File: src/cfe_pkg.sv
`timescale 1ns / 1ps
package cfe_pkg;

  localparam logic [1:0]  CFG_GROUP_MODE  = 2'd0;
  localparam logic [1:0]  CFG_CELL_COUNT  = 2'd1;
  localparam logic [1:0]  CFG_INNER_COUNT = 2'd2;

  localparam logic [6:0]  CELL_COUNT_RST  = 7'd48;
  localparam logic [6:0]  INNER_COUNT_RST = 7'd32;
  localparam logic [15:0] CELL_MAX        = 16'hFFFF;
  localparam logic [21:0] SUM_MAX         = 22'h3FFFFF;
  localparam logic [15:0] FLAT_MAX        = 16'hFFFF;
  localparam logic [4:0]  DIV_LAST        = 5'd31;
  localparam logic [4:0]  ROOT_LAST       = 5'd15;
  localparam logic [31:0] ROOT_BIT_INIT   = 32'h4000_0000;

  typedef enum logic [3:0] {
    ST_IDLE,
    ST_HIT,
    ST_SUM,
    ST_DRAIN,
    ST_MUL1,
    ST_MUL2,
    ST_CHECK,
    ST_DIV,
    ST_ROOT_INIT,
    ST_ROOT,
    ST_LOAD,
    ST_OUT
  } ctrl_state_e;

  typedef struct packed {
    logic hit_load;
    logic hit_write;
    logic sum_start;
    logic sum_step;
    logic mul1;
    logic mul2;
    logic clear;
    logic div_start;
    logic div_step;
    logic root_start;
    logic root_step;
    logic out_load;
  } cmd_t;

  typedef struct packed {
    logic hit_last;
    logic sum_last;
    logic pipe_empty;
    logic s_zero;
    logic d_ge_m;
    logic div_last;
    logic root_last;
  } sts_t;

endpackage

File: src/cfe_ctrl.sv
`timescale 1ns / 1ps
module cfe_ctrl (
  input  logic          clk_i,
  input  logic          rst_ni,
  input  logic          in_valid_i,
  output logic          in_ready_o,
  output logic          out_valid_o,
  input  logic          out_ready_i,
  input  cfe_pkg::sts_t sts_i,
  output cfe_pkg::cmd_t cmd_o
);

  cfe_pkg::ctrl_state_e state_q, state_d;

  always_ff @(posedge clk_i or negedge rst_ni) begin
    if (!rst_ni) begin
      state_q <= cfe_pkg::ST_IDLE;
    end else begin
      state_q <= state_d;
    end
  end

  always_comb begin
    state_d = state_q;
    unique case (state_q)
      cfe_pkg::ST_IDLE:      if (in_valid_i) state_d = cfe_pkg::ST_HIT;
      cfe_pkg::ST_HIT:       state_d = sts_i.hit_last ? cfe_pkg::ST_SUM : cfe_pkg::ST_IDLE;
      cfe_pkg::ST_SUM:       if (sts_i.sum_last) state_d = cfe_pkg::ST_DRAIN;
      cfe_pkg::ST_DRAIN:     if (sts_i.pipe_empty) state_d = cfe_pkg::ST_MUL1;
      cfe_pkg::ST_MUL1:      state_d = cfe_pkg::ST_MUL2;
      cfe_pkg::ST_MUL2:      state_d = cfe_pkg::ST_CHECK;
      cfe_pkg::ST_CHECK: begin
        state_d = (sts_i.s_zero || sts_i.d_ge_m) ? cfe_pkg::ST_OUT : cfe_pkg::ST_DIV;
      end
      cfe_pkg::ST_DIV:       if (sts_i.div_last) state_d = cfe_pkg::ST_ROOT_INIT;
      cfe_pkg::ST_ROOT_INIT: state_d = cfe_pkg::ST_ROOT;
      cfe_pkg::ST_ROOT:      if (sts_i.root_last) state_d = cfe_pkg::ST_LOAD;
      cfe_pkg::ST_LOAD:      state_d = cfe_pkg::ST_OUT;
      cfe_pkg::ST_OUT:       if (out_ready_i) state_d = cfe_pkg::ST_IDLE;
      default:               state_d = cfe_pkg::ST_IDLE;
    endcase
  end

  always_comb begin
    cmd_o       = '0;
    in_ready_o  = 1'b0;
    out_valid_o = 1'b0;
    unique case (state_q)
      cfe_pkg::ST_IDLE: begin
        in_ready_o      = 1'b1;
        cmd_o.hit_load  = in_valid_i;
      end
      cfe_pkg::ST_HIT: begin
        cmd_o.hit_write = 1'b1;
        cmd_o.sum_start = sts_i.hit_last;
      end
      cfe_pkg::ST_SUM:       cmd_o.sum_step = 1'b1;
      cfe_pkg::ST_DRAIN:     ;
      cfe_pkg::ST_MUL1:      cmd_o.mul1 = 1'b1;
      cfe_pkg::ST_MUL2:      cmd_o.mul2 = 1'b1;
      cfe_pkg::ST_CHECK: begin
        cmd_o.clear     = 1'b1;
        cmd_o.out_load  = sts_i.s_zero || sts_i.d_ge_m;
        cmd_o.div_start = !(sts_i.s_zero || sts_i.d_ge_m);
      end
      cfe_pkg::ST_DIV:       cmd_o.div_step = 1'b1;
      cfe_pkg::ST_ROOT_INIT: cmd_o.root_start = 1'b1;
      cfe_pkg::ST_ROOT:      cmd_o.root_step = 1'b1;
      cfe_pkg::ST_LOAD:      cmd_o.out_load = 1'b1;
      cfe_pkg::ST_OUT:       out_valid_o = 1'b1;
      default:               ;
    endcase
  end

endmodule

File: config.mk
export PLATFORM = sky130hd
export DESIGN_NAME = cfe_ctrl
export DESIGN_NICKNAME = d
export VERILOG_FILES = /design/src/cfe_pkg.sv /design/src/cfe_ctrl.sv
export SDC_FILE = /design/constraint.sdc
export NUM_CORES = 1
export LEC_CHECK = 0
export BUFFER_PORTS_ARGS = -buffer_cell sky130_fd_sc_hd__buf_4
export CAP_MARGIN = 20
export CORE_AREA = 4 4 41 43
export CTS_BUF_LIST = sky130_fd_sc_hd__clkbuf_4
export DETAILED_ROUTE_END_ITERATION = 16
export DIE_AREA = 0 0 45 47
export HOLD_SLACK_MARGIN = 0.03
export PLACE_DENSITY = 0.61
export SLEW_MARGIN = 20
export SYNTH_ARGS = -nofsm -noshare
export SYNTH_HDL_FRONTEND = slang
export SYNTH_SLANG_ARGS = --single-unit
File: constraint.sdc
create_clock -name clk_i -period 1.9 [get_ports clk_i]
set_clock_uncertainty 0.15 [all_clocks]
set_input_delay 0.19 -clock clk_i [delete_from_list [all_inputs] [get_ports clk_i]]
set_output_delay 0.19 -clock clk_i [all_outputs]
set_load 0.01 [all_outputs]
* Yosys cells after proc, flatten, opt, wreduce, memory -nomap -nowiden *
Cells that the tools add are included.

word-level totals
  bits in registers = 4
  word-level logic and storage cells = 43

operators by class
  eq/ne operators = 17
  muxes and demuxes = 21
  reductions and logical operators = 4

operators by type and width
  operator                                              count
  case mux 4 bit (12 select lines)                      1
  2-to-1 mux 4 bit                                      7
  equality test 4 x 3 -> 1 bit (second input constant)  4
  equality test 4 bit (second input constant)           4
  inequality test 2 bit (second input constant)         6
  2-to-1 mux 1 bit                                      9
  equality test 4 x 2 -> 1 bit (second input constant)  2
  2-to-1 mux 2 bit                                      3
  AND reduction 6 bit                                   1
  equality test 4 x 1 -> 1 bit (second input constant)  1
  logical NOT 4 bit                                     1
  case mux 1 bit (2 select lines)                       1
  logical NOT 1 bit                                     1
  logical OR 1 bit                                      1

* Depth between registers and ports, before layout *
Gate-level depths: netlist of the first run.

  word-level depth = 3
  mapped depth = 5

* Least setup slack after synthesis of the first run *
Ideal clock, no wire load.

  kind = register -> output
  start = reg state_q[0]
  end = out cmd_o[11] (netlist name)
  arrival time = 1.352 ns
  required time = 1.560 ns
  slack = 0.208 ns
  cell stages (with the launch flop) = 4
  cells stage by stage = dfrtp_1 clkbuf_1 nor4_1 and2_1

RTL lines
  element                   line            RTL
  start: declaration        cfe_ctrl.sv:13  cfe_pkg::ctrl_state_e state_q, state_d;
  start signal: assignment  cfe_ctrl.sv:17  state_q <= cfe_pkg::ST_IDLE;
  start signal: assignment  cfe_ctrl.sv:19  state_q <= state_d;
  end: declaration          cfe_ctrl.sv:10  output cfe_pkg::cmd_t cmd_o

==> impl_metrics.tcl, run 1 <==
set metrics [dict create \
    dp_hpwl_um 1016 \
    cts_max_path_buffers 2 \
    cap_violations 0 \
    clkSinkCount 4 \
    drive_above_1_share 0.3882 \
    hold_path_class "input port to asynchronous set/reset pin" \
    critPathRequiredTime_ps 1560 \
    fmax_mhz 557.6 \
    post-synth-top-count-cell "nor2_1" \
    grt_overflow 0 \
    crit_fanout 12 \
    track_usage 0.1285 \
    r2r_slack_ps 190 \
    combPwrFrac 0.647 \
    ys.flop_type "dfrtp_1" \
    cts.htree.levels 1 \
    core_um2 1301 \
    first_pass_iters 4 \
    drt-wirelength-per-cell_um 12.70 \
    rsz0062_at_grt "false" \
    tns_ps 0 \
    insertion_delay_ps 230 \
    max_slew_margin 0.7479 \
    area.growth.synth_to_final_pct 57.53 \
    avgViaCountPerCell 5.070 \
    syn_inst 58 \
    yosysUniqueCellTypes 26 \
    cts-root-buf "clkbuf_4" \
    num_rows 13 \
    ys_seq_area_frac 0.2410 \
    globalplace.congestion 0.8050 \
    rr_worst_depth 4 \
    yosys.area.top_type "dfrtp_1" \
    io_buffers 24 \
    grt_pass1_vias 473 \
    vdd_ir_drop_max_mv 0.6564 \
    synth_edf_count 0 \
    largest_register "state_q" \
    postCtsSetupBuffers 0 \
    ys_ff_latch 4 \
    setup_viol 0 \
    yosys-top-cells-count "nor2_1, nor3_1" \
    critPathKind "flip-flop to output pin" \
    synth_area_um2 415.4 \
    final_area_um2 654.4 \
    placed_cells 96 \
    dr_total_vias 507 \
    nNetsFinal 98 \
    worst_pin_slew_ps 374.9 \
    p_clk_frac 0.117 \
    fin_crit_ps 1793 \
    synth.avg_cell_area_um2 7.162 \
    postRouteAntennaNets 0 \
    grt_pass1_wl_um 1980 \
    yosys_warnings 0 \
    period_share 0.9439 \
    end_kind "output pin" \
    die_w_um 45 \
    status "completed" \
    report.final.slew_viol_count 0 \
    largest_reg_flops 4 \
    die_area_um2 2115 \
    synth_nets 69 \
    reg_top3 "state_q (4)" \
    p_sw_frac 0.4674 \
    tritoncts "built" \
    power.switching_mw 0.4139 \
    r2r_end "state_q[0]" \
    fillCellCount 141 \
    clk_pin_slew_ps 40 \
    ys_top_cells_by_area "dfrtp_1, nor2_1, mux2i_1, nand2b_1, nor3_1" \
    cp-start-kind "flip-flop" \
    ioPinCount 25 \
    seqPwrFrac 0.237 \
    postPlaceCellArea_um2 620.6 \
    start_util 0.3192 \
    intPower_mw 0.4715 \
    r2r_start "state_q[3]" \
    grt_max_degree 13 \
    yosys.area.top_type_share 0.2410 \
    p_leak_nw 0.3142 \
    wl_um 1270 \
    arrival_ps 1450 \
    die_y_um 47 \
    cts_buffers 3 \
    p_per_area_nw_per_um2 1353 \
    critPathCapture "cmd_o[4]" \
    first_iter_violations 17 \
    synthArstFlopShare 1.000 \
    fin_cells 100 \
    route.detailed.drc 0 \
    insertedDiodeCount 0 \
    hold_viol 0 \
    crit_path_start "state_q[0]" \
    antenna_found_initial 0 \
]
[timing repair]
action,4_1_cts,5_1_grt
endpoints found under the setup margin,0,1
endpoints found under the hold margin,4,0
gates resized for setup,0,1
hold buffers,1,0
[metal layers]
metal | wire (um) | vias up | GRT usage | part of all wire
met4 | 0 | 0 | 0.07018 | 0
met3 | 72 | 0 | 0.02682 | 0.057
met2 | 631 | 12 | 0.2119 | 0.50
met1 | 566 | 229 | 0.1563 | 0.45
li1 | - | 266 | - | -
met5 | 0 | - | 0 | 0
[through the flow]
stage,total power [mW],utilization,setup slack (ps),hold WS (ps)
4_1_cts,0.8912,0.5019,62.59,124.2
6_report,0.8854,0.5029,106.6,145.7
3_5_place_dp,0.7798,0.4769,224.5,-161.7
5_1_grt,0.9650,0.5029,0.2296,156.1
3_3_place_gp,0.7778,0.4769,277.1,-160.7
2_1_floorplan,0.5570,-,207.9,-255.6
[worst max-delay path, stage by stage (launching register included)]
cell and delay [ps]:
dfrtp_1 410, buf_4 190, nand2b_1 190, nor4_1 260
buf_4 170
[logic make-up after synthesis]
kind of cell / count (synthesis) / share of synthesized area
simple gates: 30 / 0.3614
compound gates: 15 / 0.2681
buf+inv: 6 / 0.05722
flops: 4 / 0.2410
mux: 3 / 0.07229
[cell usage in the layout (no fill, tap or decap)]
master         count
a211oi_2           1
a21oi_1            4
a21oi_2            1
a22oi_1            1
a31oi_1            1
and2_1             2
and3b_1            1
buf_4             27
clkbuf_4           3
dfrtp_1            3
dfrtp_2            1
dlygate4sd3_1      1
inv_1              2
mux2i_1            3
nand2_1            4
nand2b_1           4
nand3b_1           1
nor2_1            10
nor3_1             5
nor4_1             2
o211a_1            1
o211ai_1           1
o21a_1             1
o21bai_1           1
o31a_1             1
o31ai_1            2
or3_1              1
[worst min path at each step]
stage          startpoint         end  slack, ps  cells after the start
2_1_floorplan      rst_ni  state_q[0]       -260                      0
3_3_place_gp       rst_ni  state_q[2]       -160                      1
3_5_place_dp       rst_ni  state_q[0]       -160                      1
4_1_cts            rst_ni  state_q[2]        120                      2
5_1_grt            rst_ni  state_q[2]        160                      2
6_report           rst_ni  state_q[1]        150                      2
[power groups by stage]
stage	Combinational, mW	Clock [mW]	Sequential (mW)
2_1_floorplan	0.404	0	0.153
3_3_place_gp	0.572	0	0.206
3_5_place_dp	0.573	0	0.206
4_1_cts	0.576	0.109	0.206
5_1_grt	0.632	0.113	0.221
6_report	0.573	0.103	0.209
[cell type report]
cell class,count,area [um^2],area share
tap,15,18.77,0.02868
multi-input combinational,48,291.5,0.4455
timing repair buffer,28,212.7,0.3250
inverter,2,7.507,0.01147
sequential,4,101.3,0.1549
clock buffer,3,22.52,0.03442
No activity file was read; power rests on OpenSTA's default activity.
==> run 2, diff against run 1 <==
--- a/config.mk
+++ b/config.mk
@@ -5,6 +5,7 @@
 export SDC_FILE = /design/constraint.sdc
 export NUM_CORES = 1
 export LEC_CHECK = 0
+export ABC_AREA = 1
 export BUFFER_PORTS_ARGS = -buffer_cell sky130_fd_sc_hd__buf_4
 export CAP_MARGIN = 20
 export CORE_AREA = 4 4 41 43
@@ -12,7 +13,7 @@
 export DETAILED_ROUTE_END_ITERATION = 16
 export DIE_AREA = 0 0 45 47
 export HOLD_SLACK_MARGIN = 0.03
-export PLACE_DENSITY = 0.61
+export PLACE_DENSITY = 0.63
 export SLEW_MARGIN = 20
 export SYNTH_ARGS = -nofsm -noshare
 export SYNTH_HDL_FRONTEND = slang
==> impl_metrics.tcl, run 2 <==
set metrics [dict create \
    route.detailed.drc 0 \
    top_usage_layer "met2" \
    yosysUniqueCellTypes 12 \
    io_buffers 24 \
    totalPowerFinal_mw 0.8041 \
    cts_buffers 3 \
    grtUsageMet1 0.1583 \
    final_common_cell "buf_4" \
    start_util 0.3346 \
    cts.htree.levels 1 \
    synth_nets 92 \
    wl_um 1243 \
    yosys.area.top_type_share 0.2299 \
    postPlaceCellArea_um2 634.4 \
    cp-start-kind "flip-flop" \
    period_share 0.8964 \
    r2r_start "state_q[1]" \
    grt_max_degree 8 \
    track_usage 0.1331 \
    p_leak_nw 0.4211 \
    drive_above_1_share 0.3486 \
    grt_pass1_vias 544 \
    num_rows 13 \
    finalHoldWorstSlack_ps 60.59 \
    vdd_ir_drop_max_mv 0.4263 \
    syn_inst 81 \
    fin_crit_ps 1703 \
    drt-wirelength-per-cell_um 10.02 \
    grt_overflow 0 \
    dp_slack_ps 370.7 \
    grt_pass1_wl_um 2056 \
    tns_ps 0 \
    cts_max_path_buffers 2 \
    min_path_cells 4 \
    yosys_warnings 0 \
    p_per_area_nw_per_um2 1201 \
    dp_hpwl_um 1019 \
    hold_viol 0 \
    max_slew_margin 0.8018 \
    cts-root-buf "clkbuf_4" \
    final_area_um2 669.4 \
    avgViaCountPerCell 4.645 \
    die_y_um 47 \
    rr_worst_depth 8 \
    r2r_end "state_q[3]" \
    first_iter_violations 2 \
    dr_total_vias 576 \
    synth.avg_cell_area_um2 5.376 \
    area.growth.synth_to_final_pct 53.74 \
    layout_setup_ws_ps 196.9 \
    ys.flop_type "dfrtp_1" \
    arrival_ps 1360 \
    fmax_mhz 587.2 \
    synth_area_um2 435.4 \
    largest_reg_flops 4 \
    worst_pin_slew_ps 294.2 \
    r2r_slack_ps 430 \
    insertion_delay_ps 240 \
    ys_top_cells_by_area "dfrtp_1, nand2_1, nand3_1, inv_1, nor2_1" \
    synth_edf_count 0 \
    nNetsFinal 122 \
    use_met3 0.03065 \
    yosys-top-cells-count "nand2_1, inv_1, nor2_1, nand3_1" \
    final_cell_mix "buf_4, nand2_1, inv_1" \
    fin_cells 124 \
    postCtsSetupBuffers 0 \
    die_w_um 45 \
    rsz0062_at_grt "false" \
    clk_pin_slew_ps 40 \
    globalplace.congestion 0.7728 \
    met2_usage 0.2232 \
    post-synth-top-count-cell "nand2_1" \
    post-route-util 0.5144 \
    status "completed" \
    worst_hold_path.endpoint "state_q[2]" \
    cap_violations 0 \
    ioPinCount 25 \
    ys_seq_area_frac 0.2299 \
    die_area_um2 2115 \
    insertedDiodeCount 0 \
    core_um2 1301 \
    yosys.area.top_type "dfrtp_1" \
    postRouteAntennaNets 0 \
    placed_cells 120 \
    report.final.slew_viol_count 0 \
    setup_viol 0 \
    antenna_found_initial 0 \
    critPathKind "flip-flop to output pin" \
    clkSinkCount 4 \
    synthArstFlopShare 1.000 \
    crit_fanout 6 \
    tritoncts "built" \
    critPathRequiredTime_ps 1560 \
    end_kind "output pin" \
    first_pass_iters 4 \
    hold_start "sts_i[1]" \
    hold_path_class "input port to flip-flop" \
    reg_top3 "state_q (4)" \
    largest_register "state_q" \
    ys_ff_latch 4 \
]
run 2: final cells by class:
type	instances	area [um^2]
Fill cell	169	631.9
Clock buffer	3	22.52
Sequential cell	4	100.1
Tap cell	15	18.77
Multi-Input combinational cell	59	270.3
Inverter	18	67.56
Timing Repair Buffer	25	190.2
run 2: where the power goes:
group / switching, mW / internal [mW] / leakage [nW] / total [mW]
combinational: 0.312 / 0.211 / 0.356 / 0.522
clock: 0.0382 / 0.0709 / 0.0138 / 0.109
sequential: 0.0544 / 0.118 / 0.0515 / 0.173
run 2: worst max path at each step:
| stage | from | to | slack [ps] | depth (start not counted) |
|---|---|---|---|---|
| global placement | state_q[2] | cmd_o[11] | 390 | 4 |
| CTS | state_q[2] | cmd_o[11] | 110 | 4 |
| global route | state_q[0] | cmd_o[0] | 60 | 6 |
| finish | state_q[3] | cmd_o[0] | 200 | 6 |
| floorplan | state_q[2] | cmd_o[11] | 510 | 3 |
| detailed placement | state_q[3] | cmd_o[11] | 370 | 4 |
run 2: worst max-delay path: stages (launching register included):
cell and delay [ps]:
dfrtp_1 440, inv_1 110, nand2_2 110, nor2_2 160, nand2_1 80, o21ai_0 80, buf_4 150
run 2: kinds of logic (layout without fill, tap and decap cells):
| family | count (synthesis) | in the layout | share of synthesized area |
|---|---|---|---|
| AO/OA/AOI/OAI | 4 | 4 | 0.04596 |
| buffers and inverters | 18 | 46 | 0.1552 |
| flip-flops | 4 | 4 | 0.2299 |
| AND/OR/NAND/NOR | 55 | 55 | 0.5689 |
run 2: repair_timing:
action / CTS / global route
gates resized for setup: 0 / 1
endpoints found under the setup margin: 0 / 1
hold endpoints to repair: 4 / 0
hold buffers: 1 / 0
run 2: layer usage:
layer,vias to the layer above,part of all wire
met5,-,0
met2,22,0.48
met4,0,0
met1,251,0.45
met3,0,0.066
li1,303,-
